[src/rtl/lfmc_pkg.sv]
package lfmc_pkg;

   // Control modes
   typedef enum logic [2:0] {
      MODE_FOLLOW   = 3'd0,
      MODE_CROSS    = 3'd1,
      MODE_SHARP_L  = 3'd2,
      MODE_SHARP_R  = 3'd3,
      MODE_SEARCH_L = 3'd4,
      MODE_SEARCH_R = 3'd5
   } mode_type;

   // Motor commands
   typedef enum logic [2:0] {
      CMD_FORWARD = 3'd0,
      CMD_TURN_L  = 3'd1,
      CMD_TURN_R  = 3'd2,
      CMD_SPIN_L  = 3'd3,
      CMD_SPIN_R  = 3'd4
   } cmd_type;

   // Register indexes of the control/status port
   typedef enum logic [2:0] {
      REG_CRUISE_SPEED   = 3'd0,
      REG_INNER_SPEED    = 3'd1,
      REG_TURN_GAIN      = 3'd2,
      REG_DIFF_LIMIT     = 3'd3,
      REG_PWM_FLOOR      = 3'd4,
      REG_PWM_CEILING    = 3'd5,
      REG_LOST_HOLD      = 3'd6,
      REG_SEARCH_TIMEOUT = 3'd7
   } reg_index_type;

   localparam int unsigned SENSOR_W  = 4;
   localparam int unsigned PWM_W     = 10;
   localparam int unsigned GAIN_W    = 8;
   localparam int unsigned LOST_W    = 4;
   localparam int unsigned TICK_W    = 6;
   localparam int unsigned ERR_W     = 3;
   localparam int unsigned CSR_IDX_W = 3;
   localparam int unsigned CSR_DAT_W = 10;
   localparam int unsigned REQ_DAT_W = 8;
   localparam int unsigned RSP_DAT_W = 40;

   localparam logic [PWM_W-1:0]  CROSS_PWM  = 10'd170;
   localparam logic [PWM_W-1:0]  SHARP_PWM  = 10'd160;
   localparam logic [PWM_W-1:0]  SEARCH_PWM = 10'd210;
   localparam logic [TICK_W-1:0] CROSS_HOLD = 6'd8;
   localparam logic [TICK_W-1:0] SHARP_HOLD = 6'd2;
   localparam logic [TICK_W-1:0] TICK_MAX   = 6'd63;
   localparam logic [LOST_W-1:0] LOST_MAX   = 4'd15;

   // Register reset values
   localparam logic [PWM_W-1:0]  CRUISE_SPEED_RST   = 10'd230;
   localparam logic [PWM_W-1:0]  INNER_SPEED_RST    = 10'd190;
   localparam logic [GAIN_W-1:0] TURN_GAIN_RST      = 8'd85;
   localparam logic [PWM_W-1:0]  DIFF_LIMIT_RST     = 10'd170;
   localparam logic [PWM_W-1:0]  PWM_FLOOR_RST      = 10'd100;
   localparam logic [PWM_W-1:0]  PWM_CEILING_RST    = 10'd360;
   localparam logic [LOST_W-1:0] LOST_HOLD_RST      = 4'd10;
   localparam logic [TICK_W-1:0] SEARCH_TIMEOUT_RST = 6'd30;

   typedef struct packed {
      logic [PWM_W-1:0]  cruise_speed;
      logic [PWM_W-1:0]  inner_speed;
      logic [GAIN_W-1:0] turn_gain;
      logic [PWM_W-1:0]  diff_limit;
      logic [PWM_W-1:0]  pwm_floor;
      logic [PWM_W-1:0]  pwm_ceiling;
      logic [LOST_W-1:0] lost_hold_ticks;
      logic [TICK_W-1:0] search_timeout_ticks;
   } cfg_type;

   // Mode decision handed to the PWM stage
   typedef struct packed {
      mode_type                 mode;
      logic signed [ERR_W-1:0]  err;
      logic [SENSOR_W-1:0]      sensor_bits;
   } decision_type;

   // Result payload, first field in the highest bits
   typedef struct packed {
      logic [2:0]       current_mode;
      logic [PWM_W-1:0] wheel_r_pwm;
      logic [PWM_W-1:0] wheel_l_pwm;
      logic [PWM_W-1:0] common_pwm;
      logic [2:0]       motor_command;
   } result_type;

   // Sensor pattern to line error
   function automatic logic signed [ERR_W-1:0] err_lookup(input logic [SENSOR_W-1:0] s);
      logic signed [ERR_W-1:0] e;
      case (s)
         4'h1, 4'h3: e = -3'sd2;
         4'h2:       e = -3'sd1;
         4'h4:       e = 3'sd1;
         4'h8, 4'hC: e = 3'sd2;
         4'hB:       e = 3'sd3;
         4'hD, 4'hE: e = -3'sd3;
         default:    e = 3'sd0;
      endcase
      return e;
   endfunction

endpackage

[src/rtl/lfmc_csr.sv]
module lfmc_csr
   import lfmc_pkg::*;
(
   input  logic                 clock,
   input  logic                 reset,
   input  logic                 csr_valid,
   output logic                 csr_ready,
   input  logic [CSR_IDX_W-1:0] csr_index,
   input  logic [CSR_DAT_W-1:0] csr_data,
   output cfg_type              cfg
);

   cfg_type cfg_ff;
   cfg_type cfg_in;

   assign csr_ready = 1'b1;
   assign cfg       = cfg_ff;

   // Decode the write transaction
   always_comb begin
      cfg_in = cfg_ff;
      if (csr_valid) begin
         unique case (reg_index_type'(csr_index))
            REG_CRUISE_SPEED:   cfg_in.cruise_speed         = csr_data[PWM_W-1:0];
            REG_INNER_SPEED:    cfg_in.inner_speed          = csr_data[PWM_W-1:0];
            REG_TURN_GAIN:      cfg_in.turn_gain            = csr_data[GAIN_W-1:0];
            REG_DIFF_LIMIT:     cfg_in.diff_limit           = csr_data[PWM_W-1:0];
            REG_PWM_FLOOR:      cfg_in.pwm_floor            = csr_data[PWM_W-1:0];
            REG_PWM_CEILING:    cfg_in.pwm_ceiling          = csr_data[PWM_W-1:0];
            REG_LOST_HOLD:      cfg_in.lost_hold_ticks      = csr_data[LOST_W-1:0];
            REG_SEARCH_TIMEOUT: cfg_in.search_timeout_ticks = csr_data[TICK_W-1:0];
            default:            cfg_in = cfg_ff;
         endcase
      end
   end

   always_ff @(posedge clock) begin
      if (reset) begin
         cfg_ff.cruise_speed         <= CRUISE_SPEED_RST;
         cfg_ff.inner_speed          <= INNER_SPEED_RST;
         cfg_ff.turn_gain            <= TURN_GAIN_RST;
         cfg_ff.diff_limit           <= DIFF_LIMIT_RST;
         cfg_ff.pwm_floor            <= PWM_FLOOR_RST;
         cfg_ff.pwm_ceiling          <= PWM_CEILING_RST;
         cfg_ff.lost_hold_ticks      <= LOST_HOLD_RST;
         cfg_ff.search_timeout_ticks <= SEARCH_TIMEOUT_RST;
      end else begin
         cfg_ff <= cfg_in;
      end
   end

endmodule

[src/rtl/lfmc_mode_ctrl.sv]
module lfmc_mode_ctrl
   import lfmc_pkg::*;
(
   input  logic                clock,
   input  logic                reset,
   input  logic                advance,
   input  logic [SENSOR_W-1:0] sensor_bits,
   input  cfg_type             cfg,
   output decision_type        decision
);

   logic signed [ERR_W-1:0] last_error_ff, last_error_in;
   mode_type                mode_ff, mode_in;
   logic [TICK_W-1:0]       ticks_ff, ticks_in;
   logic [LOST_W-1:0]       lost_ff, lost_in;

   logic signed [ERR_W-1:0] err;
   logic                    usable, centered, crossing;
   mode_type                lost_dir, mode_mid;
   logic [TICK_W-1:0]       ticks_mid, ticks_end;
   logic [LOST_W-1:0]       lost_inc;
   logic                    timed_out;

   // Classify the sample and pick the error
   always_comb begin
      err      = (sensor_bits == 4'h0) ? last_error_ff : err_lookup(sensor_bits);
      usable   = (sensor_bits != 4'h0) && (sensor_bits != 4'hF);
      centered = (sensor_bits == 4'h6) || (sensor_bits == 4'h9) ||
                 (sensor_bits == 4'h5) || (sensor_bits == 4'hA);
      crossing = (sensor_bits == 4'hF) || (sensor_bits == 4'h9);
      last_error_in = (usable && (err != 3'sd0)) ? err : last_error_ff;
      lost_dir      = last_error_in[ERR_W-1] ? MODE_SEARCH_L : MODE_SEARCH_R;
      timed_out     = (ticks_ff >= cfg.search_timeout_ticks);
   end

   // Exit checks of the special modes
   always_comb begin
      mode_mid = mode_ff;
      unique case (mode_ff)
         MODE_CROSS: begin
            if ((ticks_ff >= CROSS_HOLD) && usable && centered) begin
               mode_mid = MODE_FOLLOW;
            end else if (timed_out && (sensor_bits == 4'h0)) begin
               mode_mid = lost_dir;
            end
         end
         MODE_SHARP_L: begin
            if (usable && (centered || ((ticks_ff >= SHARP_HOLD) && (err >= -3'sd1)))) begin
               mode_mid = MODE_FOLLOW;
            end else if (timed_out && (sensor_bits == 4'h0)) begin
               mode_mid = MODE_SEARCH_L;
            end
         end
         MODE_SHARP_R: begin
            if (usable && (centered || ((ticks_ff >= SHARP_HOLD) && (err <= 3'sd1)))) begin
               mode_mid = MODE_FOLLOW;
            end else if (timed_out && (sensor_bits == 4'h0)) begin
               mode_mid = MODE_SEARCH_R;
            end
         end
         MODE_SEARCH_L, MODE_SEARCH_R: begin
            if (usable || crossing) begin
               mode_mid = MODE_FOLLOW;
            end else if (timed_out) begin
               mode_mid = (mode_ff == MODE_SEARCH_L) ? MODE_SEARCH_R : MODE_SEARCH_L;
            end
         end
         default: mode_mid = mode_ff;
      endcase
      ticks_mid = (mode_mid != mode_ff) ? '0 : ticks_ff;
   end

   // Follow-mode entry checks and lost-line counting
   always_comb begin
      mode_in  = mode_mid;
      lost_in  = lost_ff;
      lost_inc = (lost_ff < LOST_MAX) ? lost_ff + 4'd1 : lost_ff;
      if (mode_mid == MODE_FOLLOW) begin
         if (crossing) begin
            mode_in = MODE_CROSS;
            lost_in = '0;
         end else if ((err <= -3'sd1) && ((sensor_bits == 4'h3) ||
                      (sensor_bits == 4'hD) || (sensor_bits == 4'hE))) begin
            mode_in = MODE_SHARP_L;
            lost_in = '0;
         end else if ((err >= 3'sd1) && ((sensor_bits == 4'hB) || (sensor_bits == 4'hC))) begin
            mode_in = MODE_SHARP_R;
            lost_in = '0;
         end else if (sensor_bits == 4'h0) begin
            if (lost_inc >= cfg.lost_hold_ticks) begin
               lost_in = '0;
               mode_in = lost_dir;
            end else begin
               lost_in = lost_inc;
            end
         end else begin
            lost_in = '0;
         end
      end
      ticks_end = (mode_in != mode_mid) ? '0 : ticks_mid;
      ticks_in  = (ticks_end < TICK_MAX) ? ticks_end + 6'd1 : ticks_end;
   end

   assign decision.mode        = mode_in;
   assign decision.err         = err;
   assign decision.sensor_bits = sensor_bits;

   // Hold state; advance once per transaction
   always_ff @(posedge clock) begin
      if (reset) begin
         last_error_ff <= '0;
         mode_ff       <= MODE_FOLLOW;
         ticks_ff      <= '0;
         lost_ff       <= '0;
      end else if (advance) begin
         last_error_ff <= last_error_in;
         mode_ff       <= mode_in;
         ticks_ff      <= ticks_in;
         lost_ff       <= lost_in;
      end
   end

endmodule

[src/rtl/lfmc_pwm_calc.sv]
module lfmc_pwm_calc
   import lfmc_pkg::*;
(
   input  decision_type decision,
   input  cfg_type      cfg,
   output result_type   result
);

   logic [PWM_W-1:0]  base;
   logic signed [11:0] err_x, gain_x, turn_raw, turn, lim;
   logic signed [12:0] sum_l, sum_r, floor_x, ceil_x;
   logic [PWM_W-1:0]  follow_l, follow_r;

   // Follow-mode differential drive
   always_comb begin
      base   = ((decision.sensor_bits == 4'h2) || (decision.sensor_bits == 4'h4)) ?
               cfg.inner_speed : cfg.cruise_speed;
      err_x  = 12'(decision.err);
      gain_x = $signed({4'b0, cfg.turn_gain});
      lim    = $signed({2'b0, cfg.diff_limit});
      turn_raw = err_x * gain_x;
      if (turn_raw > lim) begin
         turn = lim;
      end else if (turn_raw < -lim) begin
         turn = -lim;
      end else begin
         turn = turn_raw;
      end
      sum_l   = $signed({3'b0, base}) + 13'(turn);
      sum_r   = $signed({3'b0, base}) - 13'(turn);
      floor_x = $signed({3'b0, cfg.pwm_floor});
      ceil_x  = $signed({3'b0, cfg.pwm_ceiling});
      if (sum_l < floor_x)      follow_l = cfg.pwm_floor;
      else if (sum_l > ceil_x)  follow_l = cfg.pwm_ceiling;
      else                      follow_l = sum_l[PWM_W-1:0];
      if (sum_r < floor_x)      follow_r = cfg.pwm_floor;
      else if (sum_r > ceil_x)  follow_r = cfg.pwm_ceiling;
      else                      follow_r = sum_r[PWM_W-1:0];
   end

   // Drive the motor command for the mode
   always_comb begin
      result.current_mode  = decision.mode;
      result.motor_command = CMD_FORWARD;
      result.common_pwm    = '0;
      result.wheel_l_pwm   = follow_l;
      result.wheel_r_pwm   = follow_r;
      unique case (decision.mode)
         MODE_CROSS: begin
            result.wheel_l_pwm = CROSS_PWM;
            result.wheel_r_pwm = CROSS_PWM;
         end
         MODE_SHARP_L: begin
            result.motor_command = CMD_TURN_L;
            result.common_pwm    = SHARP_PWM;
            result.wheel_l_pwm   = SHARP_PWM >> 1;
            result.wheel_r_pwm   = SHARP_PWM;
         end
         MODE_SHARP_R: begin
            result.motor_command = CMD_TURN_R;
            result.common_pwm    = SHARP_PWM;
            result.wheel_l_pwm   = SHARP_PWM;
            result.wheel_r_pwm   = SHARP_PWM >> 1;
         end
         MODE_SEARCH_L: begin
            result.motor_command = CMD_SPIN_L;
            result.common_pwm    = SEARCH_PWM;
            result.wheel_l_pwm   = SEARCH_PWM;
            result.wheel_r_pwm   = SEARCH_PWM;
         end
         MODE_SEARCH_R: begin
            result.motor_command = CMD_SPIN_R;
            result.common_pwm    = SEARCH_PWM;
            result.wheel_l_pwm   = SEARCH_PWM;
            result.wheel_r_pwm   = SEARCH_PWM;
         end
         default: begin
            result.wheel_l_pwm = follow_l;
            result.wheel_r_pwm = follow_r;
         end
      endcase
   end

endmodule

[src/rtl/line_follow_mode_controller_core.sv]
// Channel   Direction  Handshake              Payload
// req_      in         req_tvalid/req_tready  tdata[3:0] sensor_bits
// rsp_      out        rsp_tvalid/rsp_tready  tdata[35:0] command, pwms, mode
// csr_      in         csr_valid/csr_ready    csr_index, csr_data
//
// One sample enters per cycle while the result register is not stalled; it goes from
// the input register through mode and PWM logic into the result register.
// Mode, tick and lost-line state update as a sample moves into the result register.
// A stalled result holds both registers; the input side still takes one sample.
// Reset is synchronous and restores the follow mode and register defaults.
module line_follow_mode_controller_core
   import lfmc_pkg::*;
(
   input  logic                 clock,
   input  logic                 reset,
   input  logic                 req_tvalid,
   output logic                 req_tready,
   input  logic [REQ_DAT_W-1:0] req_tdata,  // [3:0] sensor_bits
   output logic                 rsp_tvalid,
   input  logic                 rsp_tready,
   output logic [RSP_DAT_W-1:0] rsp_tdata,  // [2:0] motor_command, [12:3] common_pwm,
                                            // [22:13] wheel_l_pwm, [32:23] wheel_r_pwm,
                                            // [35:33] current_mode
   input  logic                 csr_valid,
   output logic                 csr_ready,
   input  logic [CSR_IDX_W-1:0] csr_index,
   input  logic [CSR_DAT_W-1:0] csr_data
);

   logic                in_valid_ff, in_valid_in;
   logic [SENSOR_W-1:0] in_sensor_ff;
   logic                out_valid_ff, out_valid_in;
   result_type          out_result_ff;

   logic         out_free;
   logic         advance;
   cfg_type      cfg;
   decision_type decision;
   result_type   result;

   // Move a sample forward when the result register can take it
   assign out_free     = !out_valid_ff || rsp_tready;
   assign advance      = in_valid_ff && out_free;
   assign req_tready   = !in_valid_ff || advance;
   assign in_valid_in  = (req_tvalid && req_tready) || (in_valid_ff && !advance);
   assign out_valid_in = advance || (out_valid_ff && !rsp_tready);

   assign rsp_tvalid = out_valid_ff;
   assign rsp_tdata  = {(RSP_DAT_W - $bits(result_type))'(0), out_result_ff};

   lfmc_csr u_csr (
      .clock     (clock),
      .reset     (reset),
      .csr_valid (csr_valid),
      .csr_ready (csr_ready),
      .csr_index (csr_index),
      .csr_data  (csr_data),
      .cfg       (cfg)
   );

   lfmc_mode_ctrl u_mode_ctrl (
      .clock       (clock),
      .reset       (reset),
      .advance     (advance),
      .sensor_bits (in_sensor_ff),
      .cfg         (cfg),
      .decision    (decision)
   );

   lfmc_pwm_calc u_pwm_calc (
      .decision (decision),
      .cfg      (cfg),
      .result   (result)
   );

   // Handshake state
   always_ff @(posedge clock) begin
      if (reset) begin
         in_valid_ff  <= 1'b0;
         out_valid_ff <= 1'b0;
      end else begin
         in_valid_ff  <= in_valid_in;
         out_valid_ff <= out_valid_in;
      end
   end

   // Payload registers
   always_ff @(posedge clock) begin
      if (req_tvalid && req_tready) begin
         in_sensor_ff <= req_tdata[SENSOR_W-1:0];
      end
      if (advance) begin
         out_result_ff <= result;
      end
   end

endmodule
[config.mk]
export PLATFORM = sky130hd
export DESIGN_NAME = line_follow_mode_controller_core
export DESIGN_NICKNAME = d
export VERILOG_FILES = /design/src/rtl/lfmc_pkg.sv /design/src/rtl/lfmc_csr.sv /design/src/rtl/lfmc_mode_ctrl.sv /design/src/rtl/lfmc_pwm_calc.sv /design/src/rtl/line_follow_mode_controller_core.sv
export SDC_FILE = /design/constraint.sdc
export NUM_CORES = 1
export LEC_CHECK = 0
export ABC_CLOCK_PERIOD_IN_PS = 12800
export BUFFER_PORTS_ARGS = -buffer_cell sky130_fd_sc_hd__buf_2
export CAP_MARGIN = 20
export CORE_MARGIN = 2
export CORE_UTILIZATION = 35
export DETAILED_ROUTE_END_ITERATION = 16
export GPL_ROUTABILITY_DRIVEN = 0
export PLACE_DENSITY = 0.6
export SYNTH_ARGS = -nofsm -noshare
export SYNTH_HDL_FRONTEND = slang
export SYNTH_SLANG_ARGS = --single-unit
[constraint.sdc]
create_clock -name clock -period 12.8 [get_ports clock]
set_input_delay 2.56 -clock clock [delete_from_list [all_inputs] [get_ports clock]]
set_output_delay 2.56 -clock clock [all_outputs]
set_load 0.01 [all_outputs]
After elaboration in Yosys (flattened, before gate mapping):

Memories as Yosys holds them, arrays and structs flattened. A register that Yosys moved wholly into a read port is not among the register bits.
Index checks and enable logic that the tools add are counted.

* word-level logic and storage cells: 165
* memory bits (writable): 0
* bits in read-only memories: 48
* register bits after elaboration: 126
* memories: 1
* latch bits: 0
* output and inout port bits: 43

* $add $sub $neg: 5
* div/mod/pow operators: 0
* eq/ne operators: 32
* multiply operators: 1
* bitwise gates (word level): 0
* mux-type cells: 38
* shift-type cells: 0
* magnitude comparators: 16
* reduce and logical (&&, ||, !) cells: 51

Memory list
* (name not given): words 16, bits a word 3, rd ports 1, clocked after memory_dff 1, write ports 0, line lfmc_pkg.sv:93 `case (s)`

Operators with widths (number)
* 20-bit case mux with 4 select lines: 1
* 10-bit 2-to-1 mux: 5
* 3-bit 2-to-1 mux: 16
* 11-bit case mux with 4 select lines: 1
* 4-bit == test, second input constant: 7
* 4-bit 2-to-1 mux: 7
* 13-bit by 11-bit > comparator with 1-bit output: 2
* 13-bit by 11-bit < comparator with 1-bit output: 2
* 3-bit == test, second input constant: 8
* 12-bit 2-to-1 mux: 2
* 2-bit AND reduction: 10
* 3-bit by 2-bit == test with 1-bit output, second input constant: 6
* 6-bit 2-to-1 mux: 3
* 1-bit logical AND: 15
* 1-bit logical OR: 15
* 11-bit by 12-bit adder with 13-bit output: 1
* 11-bit by 12-bit subtractor with 13-bit output: 1
* 4-bit by 3-bit == test with 1-bit output, second input constant: 3
* 12-bit by 11-bit > comparator with 1-bit output: 1
* 12-bit < comparator: 1
* 3-bit by 9-bit multiplier with 12-bit output: 1
* 10-bit negator with 12-bit output: 1
* 3-bit case mux with 4 select lines: 1
* 3-bit by 1-bit == test with 1-bit output, second input constant: 3
* 22 further kinds: 30

Depth between registers and ports, before layout:

* depth after elaboration: 19
* gate-level depth with buffers: 46
* mapped depth without buffers: 42

By module:

Synthesis repeated with hierarchy kept, for this count alone.

* cells, all modules: 1207
* area, all modules: 10650.2 um^2

By module, submodules not included
* lfmc_pwm_calc: area each 4818.4 um^2, times used 1, cells an instance 659, seq. area each 0.0 um^2
* lfmc_csr: area each 2675.1 um^2, times used 1, cells an instance 253, seq. area each 1361.3 um^2
* lfmc_mode_ctrl: area each 1818.0 um^2, times used 1, cells an instance 240, seq. area each 320.3 um^2
* line_follow_mode_controller_core: area each 1338.8 um^2, times used 1, cells an instance 55, seq. area each 1241.2 um^2

Least setup slack after synthesis:

No wires, ideal clock.

* path type: reg2reg
* start point: register in_sensor_ff[1]
* end point: register out_result_ff, in the netlist rsp_tdata[28], data pin
* arrival time: 9.303 ns
* path buffers: 5
* stages on the path, launching flop included: 42
* path slack: 3.236 ns
* path through: edfxtp_1 -> buf_4 -> nor4_4 -> mux2_4 -> inv_4 -> clkbuf_1 -> nor2_1 -> fa_1 -> ha_1 -> ha_1 -> fa_1 -> a211oi_1 -> o21bai_1 -> a21oi_1 -> xnor2_1 -> ha_1 -> a21o_1 -> a21o_1 -> [6 not listed] -> ha_1 -> clkbuf_1 -> nor3_1 -> a2111oi_0 -> o41ai_1 -> a21o_1 -> xnor2_1 -> ha_1 -> and4_1 -> a221o_1 -> a31oi_1 -> and2_1 -> o31a_1 -> a41o_1 -> or2_1 -> buf_6 -> and2_4 -> a221o_1

RTL lines
* from (decl): line line_follow_mode_controller_core.sv:31 `logic [SENSOR_W-1:0] in_sensor_ff;`
* from (signal assigned): line line_follow_mode_controller_core.sv:90 `in_sensor_ff <= req_tdata[SENSOR_W-1:0];`
* to (signal assigned): line line_follow_mode_controller_core.sv:93 `out_result_ff <= result;`
* to (decl): line line_follow_mode_controller_core.sv:33 `result_type out_result_ff;`

==> results.toml <==
[timing]
relSlewSlack = 0.376
setup_viol = 0
min_period_over_period = 0.894
layout_min_cycle_time_ns = 11.45
tightest_slew_ns = 0.933
rsz0062_at_grt = "false"
hold_viol = 0
report.final.slew_viol_count = 0
tns_ns = 0
hold_ws_ns = 0.454
max_freq_mhz = 87.4
fin_skew_ns = 0.0102

[final_layout]
antenna_cells = 0
fin_util = 0.396
drive_gt1_frac = 0.106
syn_to_final_growth_pct = 12.2
nets = 1343
fin_cells = 1584

[logic_synthesis]
syn_area_um2 = 9730
synth-seq-cells = 122
synth_xor_area_frac = 0.0325
async_reset_ff_frac = 0
yosysWarnings = 0
yosysUniqueCellTypes = 86
ys_seq_area_frac = 0.285
synth_top_family_by_area = "compound AO/OA/AOI/OAI gates"
synth_fa_ha_area_frac = 0.168
synth.area.mux_share = 0.0644
syn_avg_cell_area_um2 = 8.40
dominantRegCellSynth = "dfxtp_1"
synth-compound-area-share = 0.194
synthSimpleGateAreaFrac = 0.192
postSynthCellCount = 1159
synth-edff-count = 33

[drt]
remaining_drc_errors = 0
wl_per_cell_um = 16.0
dr.pass1.iters = 5
routed_wl_um = 25300
dr_total_vias = 8278
detail-route-antenna-nets = 0
via_per_inst = 5.23
drt_first_iter_violations = 615

[critical_path]
worstReg2RegStart = "in_sensor_ff[1]"
cp_slowest_cell = "mux2i_1"
crit_path_max_incr_delay_ns = 0.77
start_kind = "flop"
arrival_ns = 11.62
cp_max_fo = 18
crit_required_ns = 12.98
crit_top_cell = "ha_1"
end_kind = "flop"
cp-startpoint = "in_sensor_ff[1]"
crit_type = "flop to flop"

[floorplanning]
dieArea_um2 = 29200
coreArea_um2 = 27600
die_h_um = 171
ioPinCount = 69
die_x_um = 171
start_util = 0.353
rows = 61

[global_routing]
grt_max_degree = 65
grt_pass1_vias = 7687
track_usage = 0.177
grt_overflow = 0
antenna_found_initial = 0
grt_pass1_wl_um = 40200

[cts]
root_buffer = "clkbuf_16"
postCtsSetupRepairBufs = 0
cts.sinks = 122
hold_buffers = 0
htreeDepth = 4
cts_resized = 0
insertion_delay_ns = 0.43
cts_tree = "done"
clk_pin_slew_ns = 0.06
cts_buffers = 17
cts_buffer_depth = 2

[power_and_ir_drop]
p_sw_uw = 863
p_seq_frac = 0.219
clkPwrFrac = 0.243
vdd_drop_max_v = 0.0000887
combPwrFrac = 0.538
sw_frac_of_total = 0.417
p_per_area_nw_per_um2 = 190
p_leak_uw = 0.00479
intPower_uw = 1210

[placement]
placedCellCount = 1551
port_buffers = 54
hpwl_um = 19500

[outcome]
status = "complete, no violations"

[hold_path]
hp-start = "u_csr.cfg[57]"
min_path_type = "flop to flop"

[flow_run]
drv_cap = 0
[layout make-up]
cell class | count | area [um^2]
Fill cell | 2787 | 16600
Multi-Input combinational cell | 902 | 6390
Sequential cell | 122 | 2770
Clock buffer | 23 | 500
Tap cell | 378 | 473
Timing Repair Buffer | 65 | 357
Inverter | 85 | 322
Clock inverter | 9 | 109
[worst paths after layout]
check | to | slack (ns) | depth (start not counted)
max | rsp_tdata[29] | 1.35 | 36
min | u_csr.cfg[57] | 0.45 | 2
max reg2reg | rsp_tdata[29] | 1.35 | 36
min reg2reg | u_csr.cfg[57] | 0.45 | 2
[cells by family after synthesis]
family,count (synthesis)
and+or+nand+nor,398
AOI/OAI and AO/OA,276
other,2
muxes,59
xor gates and xnor gates,34
DFF,122
adders and majority gates,125
buffers and inverters,143
[routing by layer]
layer  GRT usage  up-vias  part of all wire
met4      0.0509        0             0.014
met1       0.246     3863              0.49
li1            -     4188                 -
met2       0.281      200              0.45
met3      0.0294       27             0.051
met5           0        -                 0
[power by group through the flow]
stage / Combinational [uW] / Clock, uW / Sequential [uW]
after floorplan: 822 / 0 / 466
after global placement: 1090 / 0 / 461
after detailed placement: 1100 / 0 / 462
after CTS: 1110 / 512 / 453
after global routing: 1250 / 529 / 456
final: 1110 / 503 / 453
[cells in the mapped netlist, drive strengths merged (12+ instances only)]
library cell,number,share of area
a21o,18,0.014
xnor2,22,0.022
inv,85,0.033
o21a,13,0.010
or3,12,0.0077
o21ai,43,0.022
nor2,121,0.047
nand3,28,0.014
a211oi,16,0.012
nand2,124,0.048
edfxtp,33,0.10
a21oi,80,0.042
ha,114,0.15
dfxtp,89,0.18
clkbuf,37,0.014
mux2,16,0.019
mux2i,42,0.043
nor3,19,0.011
buf,21,0.015
xor2,12,0.011
nand2b,14,0.0090
a31oi,12,0.0084
a211o,12,0.011
nor2b,33,0.021
[state kept, by name, summed over array words and instances, names as in the netlist, named ones only]
| name | flops |
|---|---|
| u_csr.cfg | 68 |
| in_valid_ff | 1 |
| rsp_tvalid | 1 |
| in_sensor_ff | 4 |
| u_mode_ctrl.mode_ff | 3 |
| u_mode_ctrl.lost_ff | 4 |
| u_mode_ctrl.ticks_ff | 6 |
| u_mode_ctrl.last_error_ff | 3 |
| rsp_tdata | 29 |
[stage by stage]
stage / power [uW] / area [um^2] / setup slack, ns
final: 2070 / 10900 / 1.35
after global routing: 2230 / 10900 / 0.650
after CTS: 2070 / 10900 / 1.36
after detailed placement: 1560 / 10300 / 1.43
after global placement: 1550 / 10300 / 1.65
after floorplan: 1290 / 9760 / 3.24
[placed cells by master (no fill, tap or decap), types with 18 or more instances in the layout]
cell and instances:
nand2_1 124, nor2_1 121, ha_1 114, dfxtp_1 89, inv_1 81, a21oi_1 79
buf_2 54, mux2i_1 42, o21ai_0 38, nor2b_1 33, edfxtp_1 33, nand3_1 28
xnor2_1 21, clkbuf_16 19, a21o_1 18
[critical path: cells and delay by family (launching register included)]
| family | cells | cell delay [ns] |
|---|---|---|
| AO/OA/AOI/OAI | 16 | 4.91 |
| adder cells (fa/ha/maj) | 7 | 2.31 |
| AND/OR/NAND/NOR | 6 | 1.42 |
| multiplexers | 3 | 1.05 |
| flip-flops | 1 | 0.54 |
| XOR/XNOR | 2 | 0.53 |
| buffers and inverters | 2 | 0.44 |
No activity file was read; power rests on OpenSTA's default activity.
